File: config.mk
export PLATFORM = sky130hd
export DESIGN_NAME = linked_list_queue_manager_top
export DESIGN_NICKNAME = d
export VERILOG_FILES = /design/src/sv/llqm_pkg.sv /design/src/sv/llqm_ram.sv /design/src/sv/linked_list_queue_manager_top.sv
export SDC_FILE = /design/constraint.sdc
export NUM_CORES = 2
export LEC_CHECK = 0
export BUFFER_PORTS_ARGS = -buffer_cell sky130_fd_sc_hd__buf_4
export CAP_MARGIN = 0
export CORE_ASPECT_RATIO = 2
export CORE_MARGIN = 2
export CORE_UTILIZATION = 45
export CTS_CLUSTER_SIZE = 16
export DETAILED_ROUTE_END_ITERATION = 12
export PLACE_DENSITY_LB_ADDON = 0.08
export SETUP_SLACK_MARGIN = 0.1
export SLEW_MARGIN = 20
export SYNTH_ARGS = -nofsm -noshare
export SYNTH_HDL_FRONTEND = slang
export SYNTH_SLANG_ARGS = --single-unit
export TNS_END_PERCENT = 10
File: constraint.sdc
create_clock -name i_clk -period 19 [get_ports i_clk]
set_input_delay 1.9 -clock i_clk [delete_from_list [all_inputs] [get_ports i_clk]]
set_output_delay 1.9 -clock i_clk [all_outputs]
set_load 0.02 [all_outputs]
File: src/sv/llqm_pkg.sv
// Package for the linked-list queue manager: field widths, pointer type,
// command and status codes, null pointer and the pointer test. No dependencies.
`default_nettype none

package llqm_pkg;

    // Storage sizing
    localparam int NUM_ITEMS  = 256;
    localparam int NUM_QUEUES = 4;

    localparam int IDX_W = $clog2(NUM_ITEMS);
    localparam int PTR_W = $clog2(NUM_ITEMS + 1);
    localparam int QIDX_W = (NUM_QUEUES > 1) ? $clog2(NUM_QUEUES) : 1;

    // Port field widths
    localparam int CMD_W    = 3;
    localparam int QSEL_W   = 2;
    localparam int ITEM_W   = 8;
    localparam int COUNT_W  = 9;
    localparam int STATUS_W = 2;

    typedef logic [PTR_W-1:0] t_ptr;

    localparam t_ptr NIL_PTR = PTR_W'(NUM_ITEMS);

    localparam logic [CMD_W-1:0] CMD_PUSH_BACK  = 3'd0;
    localparam logic [CMD_W-1:0] CMD_PUSH_FRONT = 3'd1;
    localparam logic [CMD_W-1:0] CMD_POP_FRONT  = 3'd2;
    localparam logic [CMD_W-1:0] CMD_APPEND     = 3'd3;
    localparam logic [CMD_W-1:0] CMD_PREPEND    = 3'd4;
    localparam logic [CMD_W-1:0] CMD_SPLIT      = 3'd5;

    localparam logic [STATUS_W-1:0] ST_DONE  = 2'd0;
    localparam logic [STATUS_W-1:0] ST_EMPTY = 2'd1;
    localparam logic [STATUS_W-1:0] ST_BAD   = 2'd2;

    function automatic logic is_item(input t_ptr p);
        return p < NIL_PTR;
    endfunction

endpackage

`default_nettype wire

File: src/sv/llqm_ram.sv
// Generic single-port-write, single-port-read RAM with registered read data.
// Standalone; no package dependency.
`default_nettype none

module llqm_ram #(
    parameter int WIDTH = 8,
    parameter int DEPTH = 16,
    parameter int AW    = (DEPTH > 1) ? $clog2(DEPTH) : 1
) (
    input  wire logic             i_clk,
    input  wire logic             i_we,
    input  wire logic [AW-1:0]    i_waddr,
    input  wire logic [WIDTH-1:0] i_wdata,
    input  wire logic [AW-1:0]    i_raddr,
    output logic      [WIDTH-1:0] o_rdata
);

    logic [WIDTH-1:0] r_mem [DEPTH];

    always_ff @(posedge i_clk) begin
        if (i_we) begin
            r_mem[i_waddr] <= i_wdata;
        end
        o_rdata <= r_mem[i_raddr];
    end

endmodule

`default_nettype wire

File: src/sv/linked_list_queue_manager_top.sv
// Linked-list queue manager: a link memory holds the next pointer of every
// item; a queue table (two copies, one read port each) holds head and tail of
// every queue. Each accepted command word returns one result word, one at a
// time. Beyond the fetch, push back onto a non-empty queue adds a write of the
// old tail's link, pop adds a link-memory read, append and prepend add a write
// of the source queue entry, and a split that moves items walks the source
// with one link-memory read per link, then writes the source entry. A new word
// is taken the cycle after the result is registered, even if that result is
// still stalled. The queue table starts empty through per-queue valid bits, so
// there is no clearing pass; link entries are only read after being written.
// Depends on llqm_pkg and llqm_ram.
`default_nettype none

module linked_list_queue_manager_top (
    input  wire logic                          i_clk,
    input  wire logic                          i_rst_n,
    input  wire logic                          i_valid,
    output logic                               o_stall,
    input  wire logic [llqm_pkg::CMD_W-1:0]    i_cmd,
    input  wire logic [llqm_pkg::QSEL_W-1:0]   i_queue_sel,
    input  wire logic [llqm_pkg::QSEL_W-1:0]   i_other_queue,
    input  wire logic [llqm_pkg::ITEM_W-1:0]   i_item_in,
    input  wire logic [llqm_pkg::COUNT_W-1:0]  i_count,
    output logic                               o_valid,
    input  wire logic                          i_stall,
    output logic      [llqm_pkg::ITEM_W-1:0]   o_item_out,
    output logic                               o_item_valid,
    output logic      [llqm_pkg::STATUS_W-1:0] o_status,
    output logic                               o_queue_empty,
    output logic      [llqm_pkg::ITEM_W-1:0]   o_front_item,
    output logic      [llqm_pkg::ITEM_W-1:0]   o_back_item
);

    import llqm_pkg::*;

    typedef enum logic [2:0] {
        S_IDLE,
        S_FETCH,
        S_LINK2,
        S_POPW,
        S_WALK,
        S_SRCW,
        S_DONE
    } t_state;

    t_state r_state, n_state;

    // latched command word
    logic [CMD_W-1:0]   r_cmd, n_cmd;
    logic [QSEL_W-1:0]  r_qsel, n_qsel;
    logic [QSEL_W-1:0]  r_oq, n_oq;
    logic [ITEM_W-1:0]  r_item, n_item;
    logic [COUNT_W-1:0] r_count, n_count;

    // working copies of head/tail for destination and source
    t_ptr r_hd, n_hd;
    t_ptr r_td, n_td;
    t_ptr r_hs, n_hs;
    t_ptr r_ts, n_ts;
    t_ptr r_last, n_last;
    logic [COUNT_W-1:0]  r_walk, n_walk;
    logic [2*PTR_W-1:0]  r_src, n_src;
    logic [STATUS_W-1:0] r_st, n_st;
    logic [ITEM_W-1:0]   r_popped, n_popped;
    logic                r_pvalid, n_pvalid;

    logic [NUM_QUEUES-1:0] r_qvld, n_qvld;
    logic r_vld_d, n_vld_d;
    logic r_vld_s, n_vld_s;

    // registered outputs
    logic                r_ovld, n_ovld;
    logic [ITEM_W-1:0]   r_o_item, n_o_item;
    logic                r_o_ival, n_o_ival;
    logic [STATUS_W-1:0] r_o_st, n_o_st;
    logic                r_o_empty, n_o_empty;
    logic [ITEM_W-1:0]   r_o_front, n_o_front;
    logic [ITEM_W-1:0]   r_o_back, n_o_back;

    // memory ports
    logic               link_we;
    logic [IDX_W-1:0]   link_wa;
    t_ptr               link_wd;
    logic [IDX_W-1:0]   link_ra;
    t_ptr               link_rd;
    logic               q_we;
    logic [QIDX_W-1:0]  q_wa;
    logic [2*PTR_W-1:0] q_wd;
    logic [2*PTR_W-1:0] qd_rd;
    logic [2*PTR_W-1:0] qs_rd;

    // decoded operands
    logic d_ok, s_ok, it_ok, two_q, bad;
    logic [QIDX_W-1:0] di, si;
    t_ptr itp;
    t_ptr w_hd, w_td, w_hs, w_ts;
    logic d_item;

    llqm_ram #(.WIDTH(PTR_W), .DEPTH(NUM_ITEMS)) u_link_ram (
        .i_clk   (i_clk),
        .i_we    (link_we),
        .i_waddr (link_wa),
        .i_wdata (link_wd),
        .i_raddr (link_ra),
        .o_rdata (link_rd)
    );

    // queue table, copy read at the destination queue
    llqm_ram #(.WIDTH(2*PTR_W), .DEPTH(NUM_QUEUES)) u_qtab_d (
        .i_clk   (i_clk),
        .i_we    (q_we),
        .i_waddr (q_wa),
        .i_wdata (q_wd),
        .i_raddr (QIDX_W'(i_queue_sel)),
        .o_rdata (qd_rd)
    );

    // queue table, copy read at the source queue
    llqm_ram #(.WIDTH(2*PTR_W), .DEPTH(NUM_QUEUES)) u_qtab_s (
        .i_clk   (i_clk),
        .i_we    (q_we),
        .i_waddr (q_wa),
        .i_wdata (q_wd),
        .i_raddr (QIDX_W'(i_other_queue)),
        .o_rdata (qs_rd)
    );

    assign d_ok  = 32'(r_qsel) < 32'(NUM_QUEUES);
    assign s_ok  = 32'(r_oq) < 32'(NUM_QUEUES);
    assign it_ok = 32'(r_item) < 32'(NUM_ITEMS);
    assign two_q = (r_cmd == CMD_APPEND) || (r_cmd == CMD_PREPEND) || (r_cmd == CMD_SPLIT);
    assign bad   = !d_ok || (two_q && !s_ok) || (two_q && (r_qsel == r_oq)) ||
                   (((r_cmd == CMD_PUSH_BACK) || (r_cmd == CMD_PUSH_FRONT)) && !it_ok);
    assign di    = QIDX_W'(r_qsel);
    assign si    = QIDX_W'(r_oq);
    assign itp   = PTR_W'(r_item);

    // never-written queue entries read as empty
    assign w_hd = r_vld_d ? qd_rd[2*PTR_W-1:PTR_W] : NIL_PTR;
    assign w_td = r_vld_d ? qd_rd[PTR_W-1:0]       : NIL_PTR;
    assign w_hs = r_vld_s ? qs_rd[2*PTR_W-1:PTR_W] : NIL_PTR;
    assign w_ts = r_vld_s ? qs_rd[PTR_W-1:0]       : NIL_PTR;

    assign d_item = d_ok && is_item(r_hd);

    always_comb begin
        n_state  = r_state;
        n_cmd    = r_cmd;
        n_qsel   = r_qsel;
        n_oq     = r_oq;
        n_item   = r_item;
        n_count  = r_count;
        n_hd     = r_hd;
        n_td     = r_td;
        n_hs     = r_hs;
        n_ts     = r_ts;
        n_last   = r_last;
        n_walk   = r_walk;
        n_src    = r_src;
        n_st     = r_st;
        n_popped = r_popped;
        n_pvalid = r_pvalid;
        n_qvld   = r_qvld;
        n_vld_d  = r_vld_d;
        n_vld_s  = r_vld_s;
        n_ovld    = r_ovld && i_stall;
        n_o_item  = r_o_item;
        n_o_ival  = r_o_ival;
        n_o_st    = r_o_st;
        n_o_empty = r_o_empty;
        n_o_front = r_o_front;
        n_o_back  = r_o_back;
        link_we = 1'b0;
        link_wa = '0;
        link_wd = NIL_PTR;
        link_ra = '0;
        q_we    = 1'b0;
        q_wa    = di;
        q_wd    = {r_hd, r_td};

        unique case (r_state)
            S_IDLE: begin
                if (i_valid) begin
                    n_cmd   = i_cmd;
                    n_qsel  = i_queue_sel;
                    n_oq    = i_other_queue;
                    n_item  = i_item_in;
                    n_count = i_count;
                    n_vld_d = r_qvld[QIDX_W'(i_queue_sel)];
                    n_vld_s = r_qvld[QIDX_W'(i_other_queue)];
                    n_state = S_FETCH;
                end
            end

            S_FETCH: begin
                n_hd     = w_hd;
                n_td     = w_td;
                n_hs     = w_hs;
                n_ts     = w_ts;
                n_st     = ST_DONE;
                n_popped = '0;
                n_pvalid = 1'b0;
                n_state  = S_DONE;
                if (bad) begin
                    n_st = ST_BAD;
                end else begin
                    case (r_cmd)
                        CMD_PUSH_BACK: begin
                            link_we = 1'b1;
                            link_wa = IDX_W'(r_item);
                            link_wd = NIL_PTR;
                            n_hd    = is_item(w_td) ? w_hd : itp;
                            n_td    = itp;
                            n_last  = w_td;
                            q_we    = 1'b1;
                            q_wd    = {n_hd, n_td};
                            // old tail gets its link in a second write
                            if (is_item(w_td)) begin
                                n_state = S_LINK2;
                            end
                        end
                        CMD_PUSH_FRONT: begin
                            link_we = 1'b1;
                            link_wa = IDX_W'(r_item);
                            link_wd = w_hd;
                            n_hd    = itp;
                            n_td    = is_item(w_td) ? w_td : itp;
                            q_we    = 1'b1;
                            q_wd    = {n_hd, n_td};
                        end
                        CMD_POP_FRONT: begin
                            if (!is_item(w_hd)) begin
                                n_st = ST_EMPTY;
                            end else begin
                                link_ra  = IDX_W'(w_hd);
                                n_popped = ITEM_W'(w_hd);
                                n_pvalid = 1'b1;
                                n_state  = S_POPW;
                            end
                        end
                        CMD_APPEND: begin
                            if (is_item(w_hs)) begin
                                if (is_item(w_hd) && is_item(w_td)) begin
                                    link_we = 1'b1;
                                    link_wa = IDX_W'(w_td);
                                    link_wd = w_hs;
                                end
                                n_hd    = is_item(w_hd) ? w_hd : w_hs;
                                n_td    = w_ts;
                                q_we    = 1'b1;
                                q_wd    = {n_hd, n_td};
                                n_src   = {NIL_PTR, NIL_PTR};
                                n_state = S_SRCW;
                            end
                        end
                        CMD_PREPEND: begin
                            if (is_item(w_hs)) begin
                                if (is_item(w_ts)) begin
                                    link_we = 1'b1;
                                    link_wa = IDX_W'(w_ts);
                                    link_wd = w_hd;
                                end
                                n_hd    = w_hs;
                                n_td    = is_item(w_td) ? w_td : w_ts;
                                q_we    = 1'b1;
                                q_wd    = {n_hd, n_td};
                                n_src   = {NIL_PTR, NIL_PTR};
                                n_state = S_SRCW;
                            end
                        end
                        CMD_SPLIT: begin
                            if (is_item(w_hd)) begin
                                n_st = ST_BAD;
                            end else if ((r_count != '0) && is_item(w_hs)) begin
                                link_ra = IDX_W'(w_hs);
                                n_last  = w_hs;
                                n_walk  = COUNT_W'(1);
                                n_state = S_WALK;
                            end
                        end
                        default: begin
                        end
                    endcase
                end
            end

            S_LINK2: begin
                link_we = 1'b1;
                link_wa = IDX_W'(r_last);
                link_wd = itp;
                n_state = S_DONE;
            end

            S_POPW: begin
                n_hd    = link_rd;
                n_td    = is_item(link_rd) ? r_td : NIL_PTR;
                q_we    = 1'b1;
                q_wd    = {n_hd, n_td};
                n_state = S_DONE;
            end

            S_WALK: begin
                if ((r_walk < r_count) && is_item(link_rd)) begin
                    n_last  = link_rd;
                    n_walk  = r_walk + COUNT_W'(1);
                    link_ra = IDX_W'(link_rd);
                end else begin
                    // link_rd is the remainder of the source queue
                    link_we = 1'b1;
                    link_wa = IDX_W'(r_last);
                    link_wd = NIL_PTR;
                    n_hd    = r_hs;
                    n_td    = r_last;
                    q_we    = 1'b1;
                    q_wd    = {r_hs, r_last};
                    n_src   = {link_rd, is_item(link_rd) ? r_ts : NIL_PTR};
                    n_state = S_SRCW;
                end
            end

            S_SRCW: begin
                q_we    = 1'b1;
                q_wa    = si;
                q_wd    = r_src;
                n_state = S_DONE;
            end

            S_DONE: begin
                if (!r_ovld || !i_stall) begin
                    n_ovld    = 1'b1;
                    n_o_item  = r_popped;
                    n_o_ival  = r_pvalid;
                    n_o_st    = r_st;
                    n_o_empty = !d_item;
                    n_o_front = d_item ? ITEM_W'(r_hd) : '0;
                    n_o_back  = (d_item && is_item(r_td)) ? ITEM_W'(r_td) : '0;
                    n_state   = S_IDLE;
                end
            end

            default: begin
                n_state = S_IDLE;
            end
        endcase

        if (q_we) begin
            n_qvld[q_wa] = 1'b1;
        end
    end

    always_ff @(posedge i_clk) begin
        r_cmd     <= n_cmd;
        r_qsel    <= n_qsel;
        r_oq      <= n_oq;
        r_item    <= n_item;
        r_count   <= n_count;
        r_hd      <= n_hd;
        r_td      <= n_td;
        r_hs      <= n_hs;
        r_ts      <= n_ts;
        r_last    <= n_last;
        r_walk    <= n_walk;
        r_src     <= n_src;
        r_st      <= n_st;
        r_popped  <= n_popped;
        r_pvalid  <= n_pvalid;
        r_vld_d   <= n_vld_d;
        r_vld_s   <= n_vld_s;
        r_o_item  <= n_o_item;
        r_o_ival  <= n_o_ival;
        r_o_st    <= n_o_st;
        r_o_empty <= n_o_empty;
        r_o_front <= n_o_front;
        r_o_back  <= n_o_back;
        if (!i_rst_n) begin
            r_state <= S_IDLE;
            r_qvld  <= '0;
            r_ovld  <= 1'b0;
        end else begin
            r_state <= n_state;
            r_qvld  <= n_qvld;
            r_ovld  <= n_ovld;
        end
    end

    assign o_stall       = (r_state != S_IDLE);
    assign o_valid       = r_ovld;
    assign o_item_out    = r_o_item;
    assign o_item_valid  = r_o_ival;
    assign o_status      = r_o_st;
    assign o_queue_empty = r_o_empty;
    assign o_front_item  = r_o_front;
    assign o_back_item   = r_o_back;

`ifndef ASSERT_OFF
    a_accept_fetch: assert property (@(posedge i_clk) disable iff (!i_rst_n)
        (i_valid && !o_stall) |=> (r_state == S_FETCH))
        else $error("accepted word did not start a fetch");

    a_walk_bound: assert property (@(posedge i_clk) disable iff (!i_rst_n)
        (r_state == S_WALK) |-> ((r_walk != '0) && (r_walk <= r_count)))
        else $error("split walk went past count");

    a_pop_status: assert property (@(posedge i_clk) disable iff (!i_rst_n)
        (o_valid && o_item_valid) |-> (o_status == ST_DONE))
        else $error("popped item with non-done status");

    a_empty_fields: assert property (@(posedge i_clk) disable iff (!i_rst_n)
        (o_valid && o_queue_empty) |-> ((o_front_item == '0) && (o_back_item == '0)))
        else $error("empty queue reports front or back item");

    a_empty_pop: assert property (@(posedge i_clk) disable iff (!i_rst_n)
        (o_valid && (o_status == ST_EMPTY)) |-> (o_queue_empty && !o_item_valid))
        else $error("empty-pop status on a non-empty queue");
`endif

endmodule

`default_nettype wire

# Yosys cells after proc, flatten, opt, wreduce, memory -nomap -nowiden
# Memories as Yosys holds them, arrays and structs flattened. A register that Yosys moved wholly into a read port is not among the register bits.
# Cells that the tools add are included.
[op_classes] addsub=1 order_cmp=12 n_eq_ne=25 muxes=107 bitwise_logic=2 n_reduce_logical=31
[op_table] op="9-bit two-way mux" n=32
[op_table] op="18-bit two-way mux" n=8
[op_table] op="18-bit one-hot mux with 4 select lines" n=2
[op_table] op="8-bit two-way mux" n=11
[op_table] op="9-bit one-hot mux with 3 select lines" n=3
[op_table] op="9-bit one-hot mux with 2 select lines" n=4
[op_table] op="9-bit one-hot mux with 4 select lines" n=2
[op_table] op="9-bit < comparator (second input constant)" n=7
[op_table] op="8-bit one-hot mux with 3 select lines" n=2
[op_table] op="18-bit one-hot mux with 2 select lines" n=1
[op_table] op="8-bit one-hot mux with 2 select lines" n=2
[op_table] op="2-bit inequality test (second input constant)" n=10
[op_table] op="1-bit two-way mux" n=19
[op_table] op="3-bit two-way mux" n=6
[op_table] op="3-bit equality test (second input constant)" n=5
[op_table] op="3-bit one-hot mux with 5 select lines" n=1
[op_table] op="3-bit by 2-bit equality test with 1-bit output (second input constant)" n=4
[op_table] op="3-bit one-hot mux with 4 select lines" n=1
[op_table] op="6-bit AND reduction" n=2
[op_table] op="2-bit two-way mux" n=5
[op_table] op="9-bit by 1-bit adder with 9-bit output (second input constant)" n=1
[op_table] op="2-bit by 3-bit < comparator with 1-bit output (second input constant)" n=3
[op_table] op="9-bit < comparator" n=1
[op_table] op="3-bit inequality test (second input constant)" n=3
[op_table] op="22 further kinds" n=43
[totals] reg_bits=145 ramBits=2448 wordCells=207 memories=3
[mem_list] name="u_link_ram.r_mem" words=256 word_bits=9 read_ports=1 rd_clocked_by_memory_dff=1 wr=1 line="llqm_ram.sv:18" rtl="logic [WIDTH-1:0] r_mem [DEPTH];"
[mem_list] name="u_qtab_d.r_mem" words=4 word_bits=18 read_ports=1 rd_clocked_by_memory_dff=1 wr=1 line="llqm_ram.sv:18"
[mem_list] name="u_qtab_s.r_mem" words=4 word_bits=18 read_ports=1 rd_clocked_by_memory_dff=1 wr=1 line="llqm_ram.sv:18"

# Logic depth before layout (Yosys ltp)
[logic_depth] ltp_word=10 mapped_depth=18 ltp_nobuf=13

# Cells and area by module
# A second synthesis with hierarchy kept.
[hier_totals] hier_cells=5298 hier_area_um2=103675.7
[modules_own_cells] mod="llqm_ram (u_link_ram)" instances=1 cells_per_inst=4237 area_per_inst_um2=89278.1 seq_area_each_um2=69366.5
[modules_own_cells] mod="linked_list_queue_manager_top" instances=1 cells_per_inst=829 area_per_inst_um2=8336.7 seq_area_each_um2=4274.1
[modules_own_cells] mod="llqm_ram (u_qtab_d ...)" instances=2 cells_per_inst=116 area_per_inst_um2=3030.4 seq_area_each_um2=2522.4

# Worst setup path before layout
# Ideal clock, no wire load.
[synth_path] path_type="register -> register" start="register r_qsel[0] (netlist: di[0])" end="memory u_link_ram.r_mem[0][1] (netlist bit) (data pin)" setup_time_ps=2189 arrival_ps=11739 required_time_ps=16811 setup_slack_ps=5072 path_stages_with_launch=10 synth_period_minus_slack_ps=13928 cell_sequence="edfxtp_1 -> xor2_1 -> nor2_1 -> o21a_1 -> o22a_1 -> clkbuf_1 -> clkbuf_1 -> nor2_1 -> o21ai_1 -> o21ai_0"
[synth_via] elab_chain_cells=4
[synth_rtl] item="from (decl)" line="linked_list_queue_manager_top.sv:50" rtl="logic [QSEL_W-1:0] r_qsel, n_qsel;"
[synth_rtl] item="from (signal assigned)" line="linked_list_queue_manager_top.sv:353" rtl="r_qsel <= n_qsel;"
[synth_rtl] item="2-bit equality test" line="linked_list_queue_manager_top.sv:132" rtl="assign bad = !d_ok || (two_q && !s_ok) || (two_q && (r_qsel == r_oq)) ||"
[synth_rtl] item="1-bit logical AND" line="linked_list_queue_manager_top.sv:132"
[synth_rtl] item="9-bit two-way mux" line="linked_list_queue_manager_top.sv:204" rtl="if (bad) begin"
[synth_rtl] item="9-bit one-hot mux with 2 select lines" line="linked_list_queue_manager_top.sv:181" rtl="unique case (r_state)"
[synth_rtl] item="named net link_wd[1]" line="linked_list_queue_manager_top.sv:83" rtl="t_ptr link_wd;"
[synth_rtl] item="to (decl)" line="llqm_ram.sv:18"
# The timed path passes the listed nets, and every way through them passes these cells.

# Final worst setup path
[layout_path] start="register r_count[3]" end="register u_link_ram.o_rdata[8] (read register of u_link_ram.r_mem)"
[layout_via] elab_chain_cells=7
[layout_rtl] item="from (decl)" line="linked_list_queue_manager_top.sv:53" rtl="logic [COUNT_W-1:0] r_count, n_count;"
[layout_rtl] item="from (signal assigned)" line="linked_list_queue_manager_top.sv:356" rtl="r_count <= n_count;"
[layout_rtl] item="9-bit nonzero test" line="linked_list_queue_manager_top.sv:274" rtl="end else if ((r_count != '0) && is_item(w_hs)) begin"
[layout_rtl] item="1-bit logical AND" line="linked_list_queue_manager_top.sv:274"
[layout_rtl] item="8-bit two-way mux" line="linked_list_queue_manager_top.sv:274"
[layout_rtl] item="8-bit two-way mux" line="linked_list_queue_manager_top.sv:272" rtl="if (is_item(w_hd)) begin"
[layout_rtl] item="8-bit one-hot mux with 2 select lines" line="linked_list_queue_manager_top.sv:207" rtl="case (r_cmd)"
[layout_rtl] item="8-bit two-way mux" line="linked_list_queue_manager_top.sv:204"
[layout_rtl] item="8-bit one-hot mux with 2 select lines (*)" line="linked_list_queue_manager_top.sv:181"
[layout_rtl] item="to (decl)" line="llqm_ram.sv:15" rtl="output logic [WIDTH-1:0] o_rdata"
# Mark *: on every way between the ends. The rest lies on a longest branch, timed or not.
# A chain may end at the register's enable or synchronous reset.

==> results.py <==
metrics = {
    "sta": {
        "finalHoldViolCount": 0,
        "skew_ns": 0.0868,
        "grt_setup_unrepaired": "no",
        "slew_headroom": 0.151,
        "final.period_utilization": 0.406,
        "slew_violations": 0,
        "hold_slack_ns": 0.419,
        "fmax_mhz": 130,
        "setup_violations": 0,
        "worst_slew_pin_slew_ns": 1.27,
        "fin_crit_ns": 7.71,
        "tns_ns": 0,
    },
    "floorplan": {
        "start_util": 0.451,
        "die_w_um": 345,
        "rows": 250,
        "core_area_um2": 231000,
        "chipHeight_um": 685,
        "die_area_um2": 236000,
        "ioPinCount": 58,
    },
    "cells_and_area": {
        "final_cell_mix": "2513 x edfxtp_1, 1962 x nand2_1, 606 x nand3_1, 399 x nor2_1, 345 x a21oi_1",
        "drive_above_1_share": 0.0998,
        "nFillCells": 20100,
        "nets": 7999,
        "layout_commonest_cell": "edfxtp_1",
        "area_growth_pct": 11.3,
        "instances_no_fill": 11200,
        "utilization": 0.502,
    },
    "critical_path": {
        "worstSetupEndpointType": "flop",
        "crit_type": "flop to flop",
        "cp-start-kind": "flop",
        "path_cells": "nor4_1 > nand4_1 > a31o_2 > a22oi_4 > buf_12 > buf_4 > buf_4 > buf_4 > buf_4 > a21oi_1 > a32oi_1 > o22ai_1 > or4_1 > o21ai_0 > a32oi_1 > o211ai_1",
        "slowest_delay_ns": 0.79,
        "crit_buf_inv": 5,
        "worstPathRequired_ns": 19.83,
        "cp_top_family": "buffers and inverters",
        "cp_max_fo": 99,
        "cp.arrival_ns": 8.54,
        "path_common_cell": "buf_4",
        "critical-path-slowest-cell": "buf_4",
    },
    "clocking": {
        "post_cts_resize_count": 0,
        "cts_sinks": 2566,
        "clkTransAtPathRegs_ns": 0.07,
        "cts_max_path_buffers": 4,
        "cts_hold_buf": 0,
        "cts_setup_buffers": 0,
        "insertion_delay_ns": 0.93,
        "cts_max_level": 4,
        "tritoncts": "built",
        "root_buffer": "clkbuf_16",
        "numCtsBuffers": 229,
    },
    "routing": {
        "drt_pass1_iterations": 8,
        "ant_nets": 0,
        "routed_wl_mm": 398,
        "vias": 69100,
        "viasPerCell": 6.17,
        "wl_per_cell_um": 35.5,
        "drc_errors": 0,
        "drt_iter0_drc": 7148,
    },
    "job": {
        "max_cap_viol_count": 0,
    },
    "pwr": {
        "totalPowerFinal_mw": 14.8,
        "peakVddDrop_uv": 81.9,
        "p_per_area_nw_per_um2": 127,
        "leakage_nw": 39.7,
    },
    "grt": {
        "grt_pass1_vias": 68100,
        "grt_start_max_net_pins": 186,
        "grt_pass1_wl_mm": 544,
        "grt_overflow": 0,
        "grt_util_all_layers": 0.332,
        "grt_antenna_before_repair": 18,
    },
    "synthesis": {
        "yosysSeqAreaShare": 0.732,
        "synth-seq-cells": 2566,
        "synth_edf_count": 2513,
        "synth_warnings": 0,
        "yosys.area.top_type_share": 0.722,
        "ys_async_sr_fraction": 0,
        "syn_inst": 7929,
        "synth_flop_cell": "edfxtp_1",
        "synth.largest_area_cell": "edfxtp_1",
        "yosys-top-cells-area": "edfxtp_1 72%, nand2_1 7.1%, nand3_1 2.9%",
        "ys_types": 89,
        "synthesis.area_um2": 104000,
        "postSynthAreaPerCell_um2": 13.2,
        "synth_fp_nets": 7966,
    },
    "placed_design": {
        "dp_hpwl_mm": 254,
        "numPortBuffers": 57,
        "gp_congestion": 0.929,
        "dp.cells": 10800,
    },
    "hold_path": {
        "hold_path_class": "flop to flop",
    },
    "outcome": {
        "status": "finished clean",
    },
}
[metal layers]
| metal | part of all wire | routed length (um) | up-vias | GRT usage |
|---|---|---|---|---|
| li1 | - | - | 29500 | - |
| met1 | 0.32 | 129000 | 35300 | 0.349 |
| met2 | 0.51 | 202000 | 3139 | 0.576 |
| met3 | 0.060 | 24000 | 1099 | 0.0471 |
| met4 | 0.11 | 42000 | 6 | 0.290 |
| met5 | 0.00012 | 46 | - | 0 |
[flip-flops by register name, summed over array words and instances (netlist names), 9 cells and up]
name,cells
u_qtab_s.o_rdata,18
r_walk,9
u_link_ram.o_rdata,9
r_hs,9
u_qtab_d.r_mem,36
u_link_ram.r_mem,2304
r_hd,9
u_qtab_d.o_rdata,18
r_src,18
u_qtab_s.r_mem,36
r_td,9
r_count,9
r_last,9
r_ts,9
[power by group]
| part | switching (mW) | internal [mW] |
|---|---|---|
| clock | 2.12 | 2.63 |
| combinational | 2.31 | 0.614 |
| sequential | 0.197 | 6.93 |
[logic make-up (layout without fill, tap and decap cells)]
kind of cell	count (synthesis)	in the layout	synth area share
other	0	22	0
multiplexers	253	253	0.0289
AO/OA/AOI/OAI	1113	1113	0.0709
adder cells (fa/ha/maj)	9	9	0.00108
AND/OR/NAND/NOR	3437	3437	0.140
buffers and inverters	542	759	0.0258
XOR/XNOR	9	9	0.000754
flip-flops	2566	2566	0.732
[synthesized netlist by cell type, types with 12 or more instances]
cell type / n
edfxtp_1: 2513
nand2_1: 1979
nand3_1: 606
nor2_1: 450
a21oi_1: 350
buf_2: 271
mux2i_1: 204
and3_1: 165
a31oi_1: 151
clkbuf_1: 143
o21ai_0: 129
buf_4: 61
a22oi_1: 58
a32oi_1: 55
a311oi_1: 54
dfxtp_1: 53
nor4_1: 47
a211oi_1: 46
nor3_1: 45
o22ai_1: 43
and2_1: 41
mux4_2: 38
nand4_1: 38
inv_1: 31
nor2b_1: 27
buf_1: 21
o211ai_1: 21
a221oi_1: 16
a211o_1: 15
a221o_1: 14
a222oi_1: 14
o221ai_1: 14
a32o_1: 12
buf_6: 12
[stage by stage]
step                      worst slack, ns  instance area [um^2]
final                               11.29                116000
after global routing                11.07                116000
after CTS                           11.38                116000
after detailed placement            11.44                109000
after global placement              10.72                109000
after floorplan                      5.07                104000
[final cells by class]
type                       instances  area [um^2]  area share
sequential                      2566        76500       0.658
multi-input combinational       4821        25900       0.223
clock buffer                     279         6000      0.0516
tap                             3024         3780      0.0325
timing repair buffer             310         2530      0.0218
clock inverter                   136         1400      0.0120
inverter                          34          128     0.00110
antenna                           22         55.1    0.000473
[path summary, 6_finish.rpt]
path / from / end / slack, ns / cells after the start
max: r_count[3] / u_link_ram.o_rdata[8] / 11.29 / 16
min: r_st[0] / o_status[0] / 0.42 / 0
max reg2reg: r_count[3] / u_link_ram.o_rdata[8] / 11.29 / 16
min reg2reg: r_st[0] / o_status[0] / 0.42 / 0
Note: power is estimated with default switching activity, not from simulation.
